$ cat src/hdl/ctf_pkg.sv
// ----------------------------------------------------------------------------
// ctf_pkg
// Shared types, constants and helper functions of the complementary tilt
// filter: beat payloads, controller commands, the CORDIC angle table.
// ----------------------------------------------------------------------------
package ctf_pkg;

  // Number of CORDIC vectoring iterations (8 to 24).
  localparam int CORDIC_STEPS    = 16;
  // Fraction bits of the angle outputs (8 to 20).
  localparam int ANGLE_FRAC_BITS = 16;

  localparam int TABLE_FRAC      = 24;
  localparam int RATE_TIME_SHIFT = 25;
  localparam int INC_SHIFT       = RATE_TIME_SHIFT - ANGLE_FRAC_BITS;
  localparam int TILT_SHIFT      = TABLE_FRAC - ANGLE_FRAC_BITS;
  localparam int PRESCALE_SHIFT  = 14;
  // The integer square root walks its trial bit from 2^32 down to 2^0.
  localparam int ROOT_STEPS      = 17;

  localparam int TS_W  = 21;
  localparam int GW_W  = 16;
  localparam int CFG_W = 21;
  localparam int CNT_W = 5;

  // Register indexes of the configuration port.
  localparam logic REG_TIME_STEP   = 1'b0;
  localparam logic REG_GYRO_WEIGHT = 1'b1;

  localparam logic [TS_W-1:0] TIME_STEP_RESET   = 21'd1049;
  localparam logic [GW_W-1:0] GYRO_WEIGHT_RESET = 16'd62259;

  // Datapath operations issued by the controller.
  localparam logic [3:0] OP_NOP   = 4'd0;
  localparam logic [3:0] OP_LOAD  = 4'd1;
  localparam logic [3:0] OP_MUL   = 4'd2;
  localparam logic [3:0] OP_INC   = 4'd3;
  localparam logic [3:0] OP_BW    = 4'd4;
  localparam logic [3:0] OP_BT    = 4'd5;
  localparam logic [3:0] OP_BR    = 4'd6;
  localparam logic [3:0] OP_SQ1   = 4'd7;
  localparam logic [3:0] OP_SQ2   = 4'd8;
  localparam logic [3:0] OP_ROOT  = 4'd9;
  localparam logic [3:0] OP_CINIT = 4'd10;
  localparam logic [3:0] OP_CORD  = 4'd11;
  localparam logic [3:0] OP_CEND  = 4'd12;
  localparam logic [3:0] OP_OUT   = 4'd13;

  typedef struct packed {
    logic signed [15:0] accel_x;
    logic signed [15:0] accel_y;
    logic signed [15:0] accel_z;
    logic signed [15:0] rate_x;
    logic signed [15:0] rate_y;
    logic signed [15:0] rate_z;
  } in_item_t;

  typedef struct packed {
    logic signed [31:0] angle_x;
    logic signed [31:0] angle_y;
    logic signed [31:0] angle_z;
  } out_item_t;

  typedef struct packed {
    logic [3:0]       op;
    logic [1:0]       sel;
    logic [CNT_W-1:0] iter;
  } cmd_t;

  // atan(2^-i) in degrees, 24 fraction bits.
  function automatic logic signed [32:0] atan_q24(input logic [CNT_W-1:0] idx);
    logic signed [32:0] v;
    unique case (idx)
      5'd0:  v = 33'sd754974720;
      5'd1:  v = 33'sd445687602;
      5'd2:  v = 33'sd235489088;
      5'd3:  v = 33'sd119537938;
      5'd4:  v = 33'sd60000934;
      5'd5:  v = 33'sd30029717;
      5'd6:  v = 33'sd15018523;
      5'd7:  v = 33'sd7509720;
      5'd8:  v = 33'sd3754917;
      5'd9:  v = 33'sd1877466;
      5'd10: v = 33'sd938734;
      5'd11: v = 33'sd469367;
      5'd12: v = 33'sd234684;
      5'd13: v = 33'sd117342;
      5'd14: v = 33'sd58671;
      5'd15: v = 33'sd29335;
      5'd16: v = 33'sd14668;
      5'd17: v = 33'sd7334;
      5'd18: v = 33'sd3667;
      5'd19: v = 33'sd1833;
      5'd20: v = 33'sd917;
      5'd21: v = 33'sd458;
      5'd22: v = 33'sd229;
      5'd23: v = 33'sd115;
      default: v = 33'sd0;
    endcase
    return v;
  endfunction

  // Clamp to the signed 32-bit range.
  function automatic logic signed [31:0] sat32(input logic signed [63:0] v);
    logic signed [31:0] r;
    if (v > 64'sh000000007fffffff) begin
      r = 32'sh7fffffff;
    end else if (v < -64'sh0000000080000000) begin
      r = 32'sh80000000;
    end else begin
      r = v[31:0];
    end
    return r;
  endfunction

endpackage

$ cat src/hdl/ctf_ctrl.sv
// ----------------------------------------------------------------------------
// ctf_ctrl
// Sequencer of the tilt filter: walks the blend, yaw, square root and CORDIC
// steps of one sample and owns both handshakes.
// ----------------------------------------------------------------------------
module ctf_ctrl
  import ctf_pkg::*;
(
  input  logic clk,
  input  logic rst,
  input  logic in_valid,
  output logic in_ready,
  output logic out_valid,
  input  logic out_ready,
  output cmd_t cmd
);

  localparam logic [3:0] S_IDLE  = 4'd0;
  localparam logic [3:0] S_MUL   = 4'd1;
  localparam logic [3:0] S_INC   = 4'd2;
  localparam logic [3:0] S_BW    = 4'd3;
  localparam logic [3:0] S_BT    = 4'd4;
  localparam logic [3:0] S_BR    = 4'd5;
  localparam logic [3:0] S_SQ1   = 4'd6;
  localparam logic [3:0] S_SQ2   = 4'd7;
  localparam logic [3:0] S_ROOT  = 4'd8;
  localparam logic [3:0] S_CINIT = 4'd9;
  localparam logic [3:0] S_CORD  = 4'd10;
  localparam logic [3:0] S_CEND  = 4'd11;
  localparam logic [3:0] S_OUT   = 4'd12;

  logic [3:0]       state, state_next;
  logic [1:0]       sel, sel_next;
  logic [CNT_W-1:0] iter, iter_next;
  logic             out_valid_next;
  logic             out_load;

  always_comb begin
    state_next = state;
    sel_next   = sel;
    iter_next  = iter;
    in_ready   = 1'b0;
    out_load   = 1'b0;
    cmd.op     = OP_NOP;
    cmd.sel    = sel;
    cmd.iter   = iter;
    unique case (state)
      S_IDLE: begin
        in_ready = 1'b1;
        if (in_valid) begin
          cmd.op     = OP_LOAD;
          sel_next   = 2'd0;
          state_next = S_MUL;
        end
      end
      S_MUL: begin
        cmd.op     = OP_MUL;
        state_next = S_INC;
      end
      S_INC: begin
        cmd.op = OP_INC;
        if (sel == 2'd2) begin
          sel_next   = 2'd0;
          state_next = S_SQ1;
        end else begin
          state_next = S_BW;
        end
      end
      S_BW: begin
        cmd.op     = OP_BW;
        state_next = S_BT;
      end
      S_BT: begin
        cmd.op     = OP_BT;
        state_next = S_BR;
      end
      S_BR: begin
        cmd.op     = OP_BR;
        sel_next   = sel + 2'd1;
        state_next = S_MUL;
      end
      S_SQ1: begin
        cmd.op     = OP_SQ1;
        state_next = S_SQ2;
      end
      S_SQ2: begin
        cmd.op     = OP_SQ2;
        iter_next  = '0;
        state_next = S_ROOT;
      end
      S_ROOT: begin
        cmd.op = OP_ROOT;
        if (iter == CNT_W'(ROOT_STEPS - 1)) begin
          state_next = S_CINIT;
        end else begin
          iter_next = iter + 1'b1;
        end
      end
      S_CINIT: begin
        cmd.op     = OP_CINIT;
        iter_next  = '0;
        state_next = S_CORD;
      end
      S_CORD: begin
        cmd.op = OP_CORD;
        if (iter == CNT_W'(CORDIC_STEPS - 1)) begin
          state_next = S_CEND;
        end else begin
          iter_next = iter + 1'b1;
        end
      end
      S_CEND: begin
        cmd.op = OP_CEND;
        if (sel == 2'd1) begin
          state_next = S_OUT;
        end else begin
          sel_next   = 2'd1;
          state_next = S_SQ1;
        end
      end
      S_OUT: begin
        if (!out_valid || out_ready) begin
          cmd.op     = OP_OUT;
          out_load   = 1'b1;
          state_next = S_IDLE;
        end
      end
      default: begin
        state_next = S_IDLE;
      end
    endcase
  end

  assign out_valid_next = out_load | (out_valid & ~out_ready);

  always_ff @(posedge clk) begin
    if (rst) begin
      state     <= S_IDLE;
      sel       <= '0;
      iter      <= '0;
      out_valid <= 1'b0;
    end else begin
      state     <= state_next;
      sel       <= sel_next;
      iter      <= iter_next;
      out_valid <= out_valid_next;
    end
  end

endmodule

$ cat config.mk
export PLATFORM = sky130hd
export DESIGN_NAME = ctf_ctrl
export DESIGN_NICKNAME = d
export VERILOG_FILES = /design/src/hdl/ctf_pkg.sv /design/src/hdl/ctf_ctrl.sv
export SDC_FILE = /design/constraint.sdc
export NUM_CORES = 1
export LEC_CHECK = 0
export BUFFER_PORTS_ARGS = -buffer_cell sky130_fd_sc_hd__buf_2
export CORE_ASPECT_RATIO = 1.25
export CORE_MARGIN = 2
export CORE_UTILIZATION = 30
export CTS_BUF_LIST = sky130_fd_sc_hd__clkbuf_4
export CTS_CLUSTER_DIAMETER = 40
export DETAILED_ROUTE_END_ITERATION = 16
export MAX_ROUTING_LAYER = met4
export PLACE_DENSITY = 0.48
export SYNTH_ARGS = -nofsm -noshare
export SYNTH_HDL_FRONTEND = slang
export SYNTH_SLANG_ARGS = --single-unit
$ cat constraint.sdc
create_clock -name clk -period 1.9 [get_ports clk]
set_clock_uncertainty 0.15 [all_clocks]
set_input_delay 0.38 -clock clk [delete_from_list [all_inputs] [get_ports clk]]
set_output_delay 0.38 -clock clk [all_outputs]
set_load 0.05 [all_outputs]
# Word-level counts from Yosys, hierarchy flattened
# Index checks and enable logic that the tools add are counted.
# word_totals
inputBits,4
out_inout_bits,13
register_bits,12
# op_classes
addsub,2
reduce_logical,9
n_eq_ne,24
mux,20
n_bitwise,3
# ops
operator,n
$pmux W4 S13,2
$mux W4,6
$eq A4 B4 Y1 const B,5
$eq A4 B3 Y1 const B,4
$ne A2 B2 Y1 const B,8
$pmux W5 S3,1
$mux W5,2
$eq A4 B2 Y1 const B,2
$pmux W2 S4,1
$reduce_and A4 Y1,2
$mux W2,3
$add A5 B1 Y5 const B,1
$eq A5 B4 Y1 const B,1
$eq A5 B5 Y1 const B,1
$eq A4 B1 Y1 const B,1
$logic_not A4 Y1,1
$mux W1,4
$reduce_bool A4 Y1,1
$mux W3,1
$reduce_and A3 Y1,1
$reduce_bool A3 Y1,1
$add A2 B1 Y2 const B,1
$eq A2 B1 Y1 const B,1
$eq A2 B2 Y1 const B,1
other kinds (6),6

# Logic depth before layout (Yosys ltp)
# Gate-level depths: netlist (run 1).
# depth
depth_word,5
mapped_depth,7

# Least setup slack after synthesis (run 1)
# OpenSTA, ideal clock, no wires.
# synth_path
path_kind,register to output
startpoint,register state[1]
endpoint,output cmd[7] (netlist name)
arrival_time_ps,2044
path_buffers,2
path_slack_ps,-674
stages_incl_launch_ff,5
cell_sequence,dfxtp_1 > buf_2 > buf_2 > nand2b_1 > a311oi_1
# synth_lines
item,line,rtl
from (decl),ctf_ctrl.sv:32,"logic [3:0] state, state_next;"
from (signal assigned),ctf_ctrl.sv:143,state <= state_next;
to (decl),ctf_ctrl.sv:15,output cmd_t cmd

==> results of run 1 <==
## cells in the mapped netlist, drive strengths merged (2+ instances only)
master	n
a211oi	2
a21o	2
a21oi	7
a311oi	2
and3	2
buf	5
clkbuf	4
dfxtp	12
ha	5
inv	8
mux2	2
nand2	2
nand2b	4
nand3b	2
nor2	11
nor2b	2
nor4bb	2
o21ai	5
o21ba	2
o22ai	2
or2	3
or3	2
xnor2	2
## where the power goes
part	leakage, nW	switching [W]	internal (W)
clock network	0.0154	0.0000827	0.0000759
logic	0.415	0.000316	0.000252
registers	0.103	0.0000242	0.000266
total	0.533	0.000423	0.000593
## cells by family (layout without fill, tap and decap cells)
group,Yosys count,in the layout,synth area share (%)
xor gates and xnor gates,2,2,1.97
AOI/OAI and AO/OA,31,31,26.1
DFF,12,12,27.1
muxes,3,3,3.67
and+or+nand+nor,37,37,25.4
adders and majority gates,5,5,7.05
buffers and inverters,17,48,8.74
## metal layers
metal	wire, um	vias up	track usage, %
met1	901	413	16.9
met2	1220	20	23.1
met3	56	4	1.38
li1	-	447	-
met4	38	0	8.65
met5	0	-	-
## what timing repair did
| item | in CTS | in global routing |
|---|---|---|
| resized for setup | 16 | 15 |
| endpoints found under the setup margin | 6 | 9 |
| setup buffers | 0 | 4 |
| pin swaps | 1 | 3 |
## tightest hold or removal path, stage by stage
cell and delay [ns]:
buf_2 0.09, buf_4 0.16, a311oi_2 0.05
## through the flow
step	hold WS [ns]	instances	TNS [ns]	power, W
floorplan	0.410	107	-0.0906	0.000652
global placement	0.362	166	0	0.000764
detailed placement	0.371	166	0	0.000765
CTS	0.288	170	-0.0851	0.000976
global route	0.287	174	-0.436	0.00109
finish	0.299	174	-0.0415	0.00102
## final cells by class
class / count / area share, %
clock buffer: 3 / 1.71
clock inverter: 1 / 0.285
inverter: 8 / 2.28
multi-input combinational: 78 / 51.9
sequential: 12 / 20.0
tap: 36 / 3.43
timing repair buffer: 36 / 20.5
## flip-flops by register name, indices dropped and copies added, names as in the netlist
signal     count
sel            2
iter           5
out_valid      1
state          4
## final timing paths
path / end / slack, ns / cells past startpoint
worst min register to register: iter[1]$_SDFFE_PP0P_ / 0.40 / 2
worst min-delay path: state[3]$_SDFFE_PP0P_ / 0.30 / 3
worst max-delay path: cmd[9] / -0.02 / 5
worst max register to register: iter[3]$_SDFFE_PP0P_ / -0.02 / 7
==> impl_results.md, run 1 <==
* Worst path required time at 1.37 ns
* Number of synthesized flops with an enable pin at 0
* Nets at 148
* Synth unique cells at 45
* Vias in the first global route at 799
* Commonest cells after routing, fill and taps aside: 17 x buf_4, 11 x buf_2, 10 x nor2_1
* Status: finished with violations
* Largest area contributor in the netlist: dfxtp_1
* Setup crit start: state[1]$_SDFFE_PP0P_
* Share of the synthesized area in the top cell type at 27.1%
* Die ar. at 0.00341 sq mm
* Placement row count at 22
* Max clock buf depth at 2
* DRT iter0 DRCs at 10
* Initial antenna violation count at 0
* Max-Slew Margin vs Limit at 81.2%
* Area grow syn2layout at 48.2%
* Fmax at 520 MHz
* RSZ-0062 raised after global routing: true
* Total grt overflow at 0
* Post-synthesis sequential area ratio at 27.1%
* #FFs+latches synth at 12
* Final HPWL DP at between 1.5 and 2 mm
* IO Pins at 17
* CORE AREA at 0.00289 sq mm
* Top_reg_cell synth: dfxtp_1
* Hold Buf Count CTS at 0
* FF/Latch Area at ~260 sq um
* Fin. max-slew vios at 0
* Fin util at 45.5%
* Placed Area at 0.00117 sq mm
* Most common cell after layout, fill and taps aside: buf_4
* Syn avg cell area at 8.29 sq um
* Crit path DAT at 1.39 ns
* Area occupied by multi-input gates at ~700 sq um
* Clock Sinks at 12
* Slew @ Worst Pin at 0.282 ns
* Failing checks: negative setup slack
* Worst slack, placed at 0.00537 ns
* Critical R2R Launch: iter[1]$_SDFFE_PP0P_
* LEAKAGE at 0.533 nW
* Yosys warns at 0
* CTS Buf Count at 3
* Final setup viols at 2
* Top delay family on crit path: flip-flops
* Routed length per placed instance at 12.7 um
* Ant diodes at 0
* Clock Latency Late Sink at 0.27 ns
* Largest stage delay on the critical path at 0.34 ns
* DRC violation count after routing at 0
* Setup slack after layout at -0.0216 ns
* Ys async rst share at 0%
* Setup crit end kind: output port
* GPL Wtd Cong at 0.824
* Die span in x at around 53 um
* Layout cells sized above 1 at about 52%
* Post-Synthesis Cells at 107
* H-tree Lvls at 1
* CTS root buffer: clkbuf_4
* Crit-path cells: buf_6 > nand2b_4 > a21o_1 > a31oi_4 > buf_6
* Critical Path Start Type: register
* First-pass DRT Iterations at 4
* Cell area after synthesis at ~890 sq um
* Vias/cell at between 5 and 6
* Final wirelength at between 2 and 2.5 mm
* Final Cell Area at 0.00132 sq mm
* Hold_sp: rst
* CP dominant cell by count: buf_6
* CP Class: reg2out
* Final period util at 101%
* Chip Height at approximately 65 um
* CTS tree: done
* Syn_nets at ~120
* Count of final hold-check violations at 0
* First-pass GRT wire length at 3.53 mm
* Layout fillers at between 200 and 300
* Slowest cell on crit path: dfxtp_2
* Cell Pwr Density at 773 mW/mm^2
* MaxCap Viol Count at 0
* Top post-synthesis cells by area: dfxtp_1 27%, ha_1 7.1%, nor2_1 4.7%, a21oi_1 3.9%, inv_1 3.4%
* Fin crit period at 1.92 ns
* Pin count of the biggest net entering global routing at 13
* HP Class: in2reg
* Count of input and output buffers at 16
* Final ANT Viol Nets at 0
* Initial Utilization at 30.7%
* Peak supply drop at about 0.42 mV
* Gr usage total at 14.3%
* CP Max Fanout at 5
* Via Count at approximately 880
* WP buf/inv at 2
* Reg clk slew, reported paths at 0.08 ns
(Power assumes the default switching activity.)
==> run 2: changes to the inputs <==
==> constraint.sdc (replaced) <==
create_clock -name clk -period 1.7 [get_ports clk]
set_clock_uncertainty 0.15 [all_clocks]
set_input_delay 0.34 -clock clk [delete_from_list [all_inputs] [get_ports clk]]
set_output_delay 0.34 -clock clk [all_outputs]
set_load 0.05 [all_outputs]
==> run 2 against run 1 <==
Compared with the run above: the flow still finishes with violations (negative setup slack); clock-buffer cell count did not move; sequential share of layout area fell by 3.5 points; combinational power rose by 35%; wire length rose by 18%; sequential power rose by 12%; critical path type is now reg2reg; largest power group unchanged; highest routed layer unchanged.
==> impl_results.md, run 2 (synthesis results as in run 1) <==
* Die ar. at 0.00341 sq mm (unchanged)
* Fmax at 523 MHz
* Slowest cell on crit path: dfxtp_4 (was dfxtp_2)
* FF/Latch Area at 269 sq um (was 263 sq um)
* Top reg by flops: iter (unchanged)
* Critical R2R Launch: iter[1]$_SDFFE_PP0P_ (unchanged)
* WHS Endpoint: out_valid$_SDFF_PP0_ (was state[3]$_SDFFE_PP0P_)
* Crit path DAT at 1.93 ns (was 1.39 ns)
* Nets at 174 (was 148)
* Clock Latency Late Sink at 0.27 ns (about the same)
* CP Max Fanout at 4 (was 5)
* Setup tns final at -1.21 ns (was -0.0415 ns)
* CTS tree: done (unchanged)
* Hold_sp: rst (unchanged)
* CP dominant cell by count: ha_4 (was buf_6)
* DRC violation count after routing at 0 (unchanged)
* Hold Buf Count CTS at 0 (unchanged)
* Register share of total power at 25.6% (was 28.5%)
* Status: finished with violations (unchanged)
* Most common cell after layout, fill and taps aside: buf_4 (unchanged)
* Final ANT Viol Nets at 0 (unchanged)
* Initial antenna violation count at 0 (unchanged)
* Worst slack, placed at -0.210 ns (was 0.00537 ns)
* Slew @ Worst Pin at 0.329 ns (was 0.282 ns)
* Final setup viols at 13 (was 2)
* CTS root buffer: clkbuf_4 (unchanged)
* Ant diodes at 0 (unchanged)
* Via Count at 982 (was 884)
* Largest stage delay on the critical path at 0.36 ns (was 0.34 ns)
* LEAKAGE at 0.691 nW (was 0.533 nW)
* Max clock buf depth at 2 (unchanged)
* Reg clk slew, reported paths at 0.08 ns (about the same)
* HP Class: in2reg (unchanged)
* CP Class: reg2reg (was reg2out)
* Combinational power share at 60.1% (was 55.9%)
* Placement row count at 22 (unchanged)
* H-tree Lvls at 1 (unchanged)
* Cell Pwr Density at 778 mW/mm^2 (was 773 mW/mm^2)
* Die span in x at 52.6 um (unchanged)
* Vias/cell at 4.91 (was 5.08)
* Failing checks: negative setup slack (unchanged)
* Reg2reg end: iter[3]$_SDFFE_PP0P_ (unchanged)
* Net Sw Power at 0.000514 W (was 0.000423 W)
* Peak supply drop at 0.511 mV (was 0.425 mV)
* Total grt overflow at 0 (unchanged)
* FF-to-FF setup slack at -0.21 ns (was -0.02 ns)
* Initial Utilization at 30.7% (unchanged)
* P_int at 0.000758 W (was 0.000593 W)
* Total Power at 0.00127 W (was 0.00102 W)
* First-pass GRT wire length at 4.37 mm (was 3.53 mm)
* Max-Slew Margin vs Limit at 78.1% (was 81.2%)
* CORE AREA at 0.00289 sq mm (unchanged)
* GPL Wtd Cong at 0.782 (was 0.824)
* Final period util at 112%
* First-pass DRT Iterations at 4 (unchanged)
* Setup crit end kind: register (was output port)
* Layout cells sized above 1 at 67.7% (was 52.2%)
* Hold depth at 3 (unchanged)
* MaxCap Viol Count at 0 (unchanged)
* Hold_ws at 0.252 ns (was 0.299 ns)
* DRT iter0 DRCs at 13 (was 10)
* Pin count of the biggest net entering global routing at 13 (unchanged)
* RSZ-0062 raised after global routing: true (unchanged)
* Biggest regs: iter (5), state (4), sel (2) (unchanged)
* Count of final hold-check violations at 0 (unchanged)
* Largest register FFs at 5 (unchanged)
* Commonest cells after routing, fill and taps aside: 37 x buf_4, 14 x buf_6, 11 x buf_2 (was 17 x buf_4, 11 x buf_2, 10 x nor2_1)
* Worst Reg2Reg Path Length in Cells at 7 (unchanged)
* Chip Height at 64.8 um (unchanged)
* Layout fillers at 280 (was 299)
* Count of input and output buffers at 16 (unchanged)
* Crit-path cells: ha_4 > and3_4 > ha_4 > nand3b_1 > o22ai_4 > nand4_1 > mux2_4 (was buf_6 > nand2b_4 > a21o_1 > a31oi_4 > buf_6)
* CTS Buf Count at 3 (unchanged)
* IO Pins at 17 (unchanged)
* Fin crit period at 1.91 ns
* Area occupied by multi-input gates at 773 sq um (was 682 sq um)
* Setup slack after layout at -0.212 ns (was -0.0216 ns)
* Fin. max-slew vios at 0 (unchanged)
* Critical Path Start Type: register (unchanged)
* Final HPWL DP at 1.87 mm (was 1.64 mm)
* Worst path required time at 1.71 ns (was 1.37 ns)
* Clk network pwr share at 14.3% (was 15.6%)
* Vias in the first global route at 987 (was 799)
* Clock Sinks at 12 (unchanged)
* Fin util at 56.6% (was 45.5%)
* Gr usage total at 17.6% (was 14.3%)
* Final wirelength at 2.61 mm (was 2.21 mm)
* Area grow syn2layout at 84.5% (was 48.2%)
* Routed length per placed instance at 13.1 um (was 12.7 um)
* Sw frac at 40.4% (was 41.6%)
==> run 2: cell type report <==
type	count	share of cell area, %
flip-flops and latches	12	16.4
well taps	36	2.75
clock buffers	3	1.38
repair buffers	62	30.0
inverters	8	1.99
multi-input cells	78	47.2
clock inverters	1	0.229
==> run 2: what timing repair did <==
| item | CTS | global route |
|---|---|---|
| gates resized for setup | 39 | 13 |
| endpoints found under the setup margin | 14 | 14 |
| buffers inserted | 9 | 4 |
| pin swaps | 12 | 10 |
==> run 2: critical path, delay by kind of cell (launching register included) <==
family	cells	cell delay, ns
AO/OA/AOI/OAI	1	0.17
adder cells (fa/ha/maj)	2	0.29
flip-flops	1	0.36
multiplexers	1	0.31
AND/OR/NAND/NOR	3	0.52
==> run 2: worst max-delay path by stage <==
stage                                 endpoint  cells past startpoint  slack (ns)             startpoint
final                     iter[3]$_SDFFE_PP0P_                      7       -0.21   iter[1]$_SDFFE_PP0P_
after global routing      iter[3]$_SDFFE_PP0P_                      7       -0.30   iter[0]$_SDFFE_PP0P_
after CTS                               cmd[9]                      5       -0.27  state[1]$_SDFFE_PP0P_
after detailed placement  iter[3]$_SDFFE_PP0P_                      7       -0.21   iter[0]$_SDFFE_PP0P_
after global placement    iter[3]$_SDFFE_PP0P_                      7       -0.19   iter[0]$_SDFFE_PP0P_
after floorplan           iter[3]$_SDFFE_PP0P_                      7       -0.28   iter[1]$_SDFFE_PP0P_
==> run 2: routing by layer <==
metal	GRT usage (%)	up-vias	part of all wire, %
met3	1.38	2	1.7
met4	6.73	0	0.88
met1	18.8	468	40
met2	32.5	10	58
li1	-	502	-
met5	-	-	0
==> run 2: metrics by stage <==
step	std cells	area, sq um
6_report	200	1640
5_1_grt	200	1640
4_1_cts	196	1540
3_5_place_dp	183	1310
3_3_place_gp	183	1310
2_1_floorplan	107	1000
==> run 2: power groups by stage <==
stage                     Combinational (W)  Clock [W]  Sequential, W
after global routing               0.000816   0.000209       0.000332
final                              0.000764   0.000182       0.000326
after CTS                          0.000712   0.000199       0.000325
after detailed placement           0.000579          0       0.000331
after global placement             0.000573          0       0.000331
after floorplan                    0.000430          0       0.000315
==> run 3: changes to the inputs <==
--- a/config.mk
+++ b/config.mk
@@ -5,6 +5,7 @@
 export SDC_FILE = /design/constraint.sdc
 export NUM_CORES = 1
 export LEC_CHECK = 0
+export ABC_AREA = 1
 export BUFFER_PORTS_ARGS = -buffer_cell sky130_fd_sc_hd__buf_2
 export CORE_ASPECT_RATIO = 1.25
 export CORE_MARGIN = 2
@@ -17,3 +18,4 @@
 export SYNTH_ARGS = -nofsm -noshare
 export SYNTH_HDL_FRONTEND = slang
 export SYNTH_SLANG_ARGS = --single-unit
+export TNS_END_PERCENT = 5
==> constraint.sdc (replaced) <==
create_clock -name clk -period 1.61 [get_ports clk]
set_clock_uncertainty 0.15 [all_clocks]
set_input_delay 0.322 -clock clk [delete_from_list [all_inputs] [get_ports clk]]
set_output_delay 0.322 -clock clk [all_outputs]
set_load 0.05 [all_outputs]
==> run 3 against run 2 <==
Compared with the run above: highest routed layer unchanged; largest cell class unchanged; cell area decreased by 13%; register-to-register slack gained 0.22 ns; synthesized cell count is 50% higher; worst setup slack gained 0.033 ns; wire length down 0.80%; clock-buffer cell count did not move; the flow still finishes with violations (negative setup slack).
==> impl_results.md, run 3 <==
* Routed length per placed instance at 11.0 um (was 13.1 um)
* Worst path required time at 1.14 ns (was 1.71 ns)
* Clock Latency Late Sink at 0.27 ns (about the same)
* First-pass GRT wire length at 4.35 mm (was 4.37 mm)
* Commonest cells after routing, fill and taps aside: 39 x nand2_1, 23 x nor2_1, 21 x inv_1, 21 x buf_4, 17 x nand3_1 (was 37 x buf_4, 14 x buf_6, 11 x buf_2)
* Initial antenna violation count at 0 (unchanged)
* Setup crit start: state[1]$_SDFFE_PP0P_ (was iter[1]$_SDFFE_PP0P_)
* Nets at 211 (was 174)
* Ant diodes at 0 (unchanged)
* Cell Pwr Density at 1310 mW/mm^2 (was 778 mW/mm^2)
* Setup crit end kind: output port (was register)
* Max clock buf depth at 2 (unchanged)
* WP buf/inv at 2 (was 0)
* Combinational power share at 68.7% (was 60.1%)
* Gr usage total at 17.3% (was 17.6%)
* Fmax at 559 MHz
* Status: finished with violations (unchanged)
* Vias/cell at 4.48 (was 4.91)
* Most frequent cell after synthesis: nand2_1 (was dfxtp_1)
* Die span in x at 54.3 um (was 52.6 um)
* CP Class: reg2out (was reg2reg)
* Most common cell after layout, fill and taps aside: nand2_1 (was buf_4)
* Vias in the first global route at 1,021 (was 987)
* HP Class: in2reg (unchanged)
* Critical R2R Launch: iter[1]$_SDFFE_PP0P_ (unchanged)
* Hold_ws at 0.224 ns (was 0.252 ns)
* Die ar. at 0.00363 sq mm (was 0.00341 sq mm)
* Clk network pwr share at 9.9% (was 14.3%)
* IO Pins at 17 (unchanged)
* Count of input and output buffers at 16 (unchanged)
* MaxCap Viol Count at 0 (unchanged)
* CTS tree: done (unchanged)
* Area occupied by multi-input gates at 697 sq um (was 773 sq um)
* Register share of total power at 21.4% (was 25.6%)
* Share of the synthesized area in the top cell type at 25.3% (was 27.1%)
* Fin. max-slew vios at 0 (unchanged)
* Largest stage delay on the critical path at 0.34 ns (was 0.36 ns)
* Setup tns final at -0.558 ns (was -1.21 ns)
* Setup slack after layout at -0.179 ns (was -0.212 ns)
* Synth unique cells at 20 (was 45)
* Fin crit period at 1.79 ns
* LEAKAGE at 0.723 nW (was 0.691 nW)
* Largest register FFs at 5 (unchanged)
* Post-synthesis sequential area ratio at 25.3% (was 27.1%)
* DRT iter0 DRCs at 14 (was 13)
* Post-Synthesis Cells at 160 (was 107)
* P_int at 0.000935 W (was 0.000758 W)
* Top reg by flops: iter (unchanged)
* Slowest cell on crit path: dfxtp_2 (was dfxtp_4)
* Top delay family on crit path: buffers and inverters (was simple AND/OR/NAND/NOR gates)
* Number of synthesized flops with an enable pin at 0 (unchanged)
* Reg clk slew, reported paths at 0.07 ns (was 0.08 ns)
* Final wirelength at 2.59 mm (was 2.61 mm)
* Syn avg cell area at 5.93 sq um (was 8.29 sq um)
* Sw frac at 49.7% (was 40.4%)
* Ys async rst share at 0% (unchanged)
* Yosys warns at 0 (unchanged)
* Total grt overflow at 0 (unchanged)
* Peak supply drop at 0.761 mV (was 0.511 mV)
* Biggest regs: iter (5), state (4), sel (2) (unchanged)
* Hold_sp: rst (unchanged)
* Failing checks: negative setup slack (unchanged)
* FF/Latch Area at 254 sq um (was 269 sq um)
* Max-Slew Margin vs Limit at 83.3% (was 78.1%)
* Area grow syn2layout at 49.5% (was 84.5%)
* Placement row count at 22 (unchanged)
* Commonest cells in the netlist: 44 x nand2_1, 29 x nor2_1, 24 x inv_1 (was 12 x dfxtp_1, 11 x nor2_1, 8 x inv_1)
* Top post-synthesis cells by area: dfxtp_1 25%, nand2_1 17%, nor2_1 11%, nand3_1 9.5%, inv_1 9.5% (was dfxtp_1 27%, ha_1 7.1%, nor2_1 4.7%, a21oi_1 3.9%, inv_1 3.4%)
* Final setup viols at 5 (was 13)
* CP Max Fanout at 4 (unchanged)
* First-pass DRT Iterations at 4 (unchanged)
* Slew @ Worst Pin at 0.252 ns (was 0.329 ns)
* CTS root buffer: clkbuf_4 (unchanged)
* Crit path DAT at 1.32 ns (was 1.93 ns)
* Initial Utilization at 31.9% (was 30.7%)
* Top_reg_cell synth: dfxtp_1 (unchanged)
* Count of final hold-check violations at 0 (unchanged)
* Layout cells sized above 1 at 41.0% (was 67.7%)
* #FFs+latches synth at 12 (unchanged)
* Chip Height at 66.9 um (was 64.8 um)
* Pin count of the biggest net entering global routing at 11 (was 13)
* Via Count at 1,058 (was 982)
* Critical Path Start Type: register (unchanged)
* Clock Sinks at 12 (unchanged)
* Syn_nets at 169 (was 116)
* GPL Wtd Cong at 0.900 (was 0.782)
* Final HPWL DP at 2.16 mm (was 1.87 mm)
* CTS Buf Count at 3 (unchanged)
* Final period util at 111%
* Net Sw Power at 0.000922 W (was 0.000514 W)
* H-tree Lvls at 1 (unchanged)
* Final ANT Viol Nets at 0 (unchanged)
* RSZ-0062 raised after global routing: true (unchanged)
* Largest area contributor in the netlist: dfxtp_1 (unchanged)
* Crit-path cells: nor2_4 > buf_6 > nand2_4 > o211ai_1 > buf_4 (was ha_4 > and3_4 > ha_4 > nand3b_1 > o22ai_4 > nand4_1 > mux2_4)
* Layout fillers at 321 (was 280)
* DRC violation count after routing at 0 (unchanged)
* Cell area after synthesis at 948 sq um (was 887 sq um)
* Fin util at 47.7% (was 56.6%)
* CORE AREA at 0.00297 sq mm (was 0.00289 sq mm)
==> run 3: cell count changes in the layout (fill, tap and decap cells not counted), sizes merged, moves of 3 or more <==
cell    delta
nand2     +46
buf       -23
nor2      +22
nand3     +20
inv       +18
nand2b     -4
a21oi      -3
or2        -3
==> run 3: repair_timing <==
| action | in CTS | in global routing |
|---|---|---|
| gates cloned | 0 | 0 |
| setup endpoints to repair | 10 | 14 |
| pin swaps | 4 | 3 |
| hold buffers | 0 | 0 |
| resized for setup | 26 | 14 |
| setup buffers | 1 | 0 |
==> run 3: per-stage QoR <==
step	cell area (sq um)	total power (W)	setup slack [ns]	cells
after global routing	1420	0.00201	-0.252	236
after CTS	1360	0.00183	-0.182	236
after floorplan	980	0.00114	-0.239	160
final	1420	0.00186	-0.179	236
after detailed placement	1260	0.00148	-0.0800	232
after global placement	1260	0.00148	-0.0859	232
==> run 3: area by class of cell <==
type / instances / share of cell area, %
flip-flops and latches: 12 / 17.9
multi-input cells: 120 / 49.2
clock buffers: 3 / 1.59
well taps: 36 / 3.18
repair buffers: 39 / 21.1
inverters: 26 / 7.06
==> run 3: final timing paths <==
check        depth (start not counted)              endpoint  slack, ns
max                                  5                cmd[7]      -0.18
min                                  2  iter[4]$_SDFFE_PP0P_       0.22
max reg2reg                         13  iter[0]$_SDFFE_PP0P_       0.01
min reg2reg                          4   sel[1]$_SDFFE_PP0P_       0.44
==> run 3: routing by layer <==
layer,up-vias,routed length (um),global-route usage (%)
met1,457,1120,19.0
met5,-,0,-
met4,0,51,7.81
met2,15,1370,30.3
li1,581,-,-
met3,5,54,2.02
==> run 3: worst register-to-register path, cell delays in order, from the launching register on <==
cell     delay [ns]
dfxtp_2        0.34
buf_4          0.14
inv_1          0.07
ha_1           0.16
nand2_2        0.07
inv_1          0.06
nand2_1        0.05
nor2_2         0.09
nor2_2         0.04
buf_6          0.12
nand2_4        0.07
nand2_1        0.05
nand2_1        0.05
nor2_1         0.04
==> run 3: cells by family after synthesis <==
logic type      count (synthesis)  synth area share [%]
compound gates                  9                  5.28
xor+xnor                        1                 0.924
fa+ha+maj                       5                  6.60
buf+inv                        28                  11.6
flops                          12                  25.3
simple gates                  105                  50.3
==> run 3: power groups by stage <==
| stage | Combinational [W] | Sequential [W] | Clock (W) |
|---|---|---|---|
| floorplan | 0.000678 | 0.000463 | 0 |
| global placement | 0.00108 | 0.000401 | 0 |
| detailed placement | 0.00108 | 0.000402 | 0 |
| CTS | 0.00124 | 0.000396 | 0.000198 |
| global route | 0.00140 | 0.000406 | 0.000209 |
| finish | 0.00128 | 0.000397 | 0.000184 |
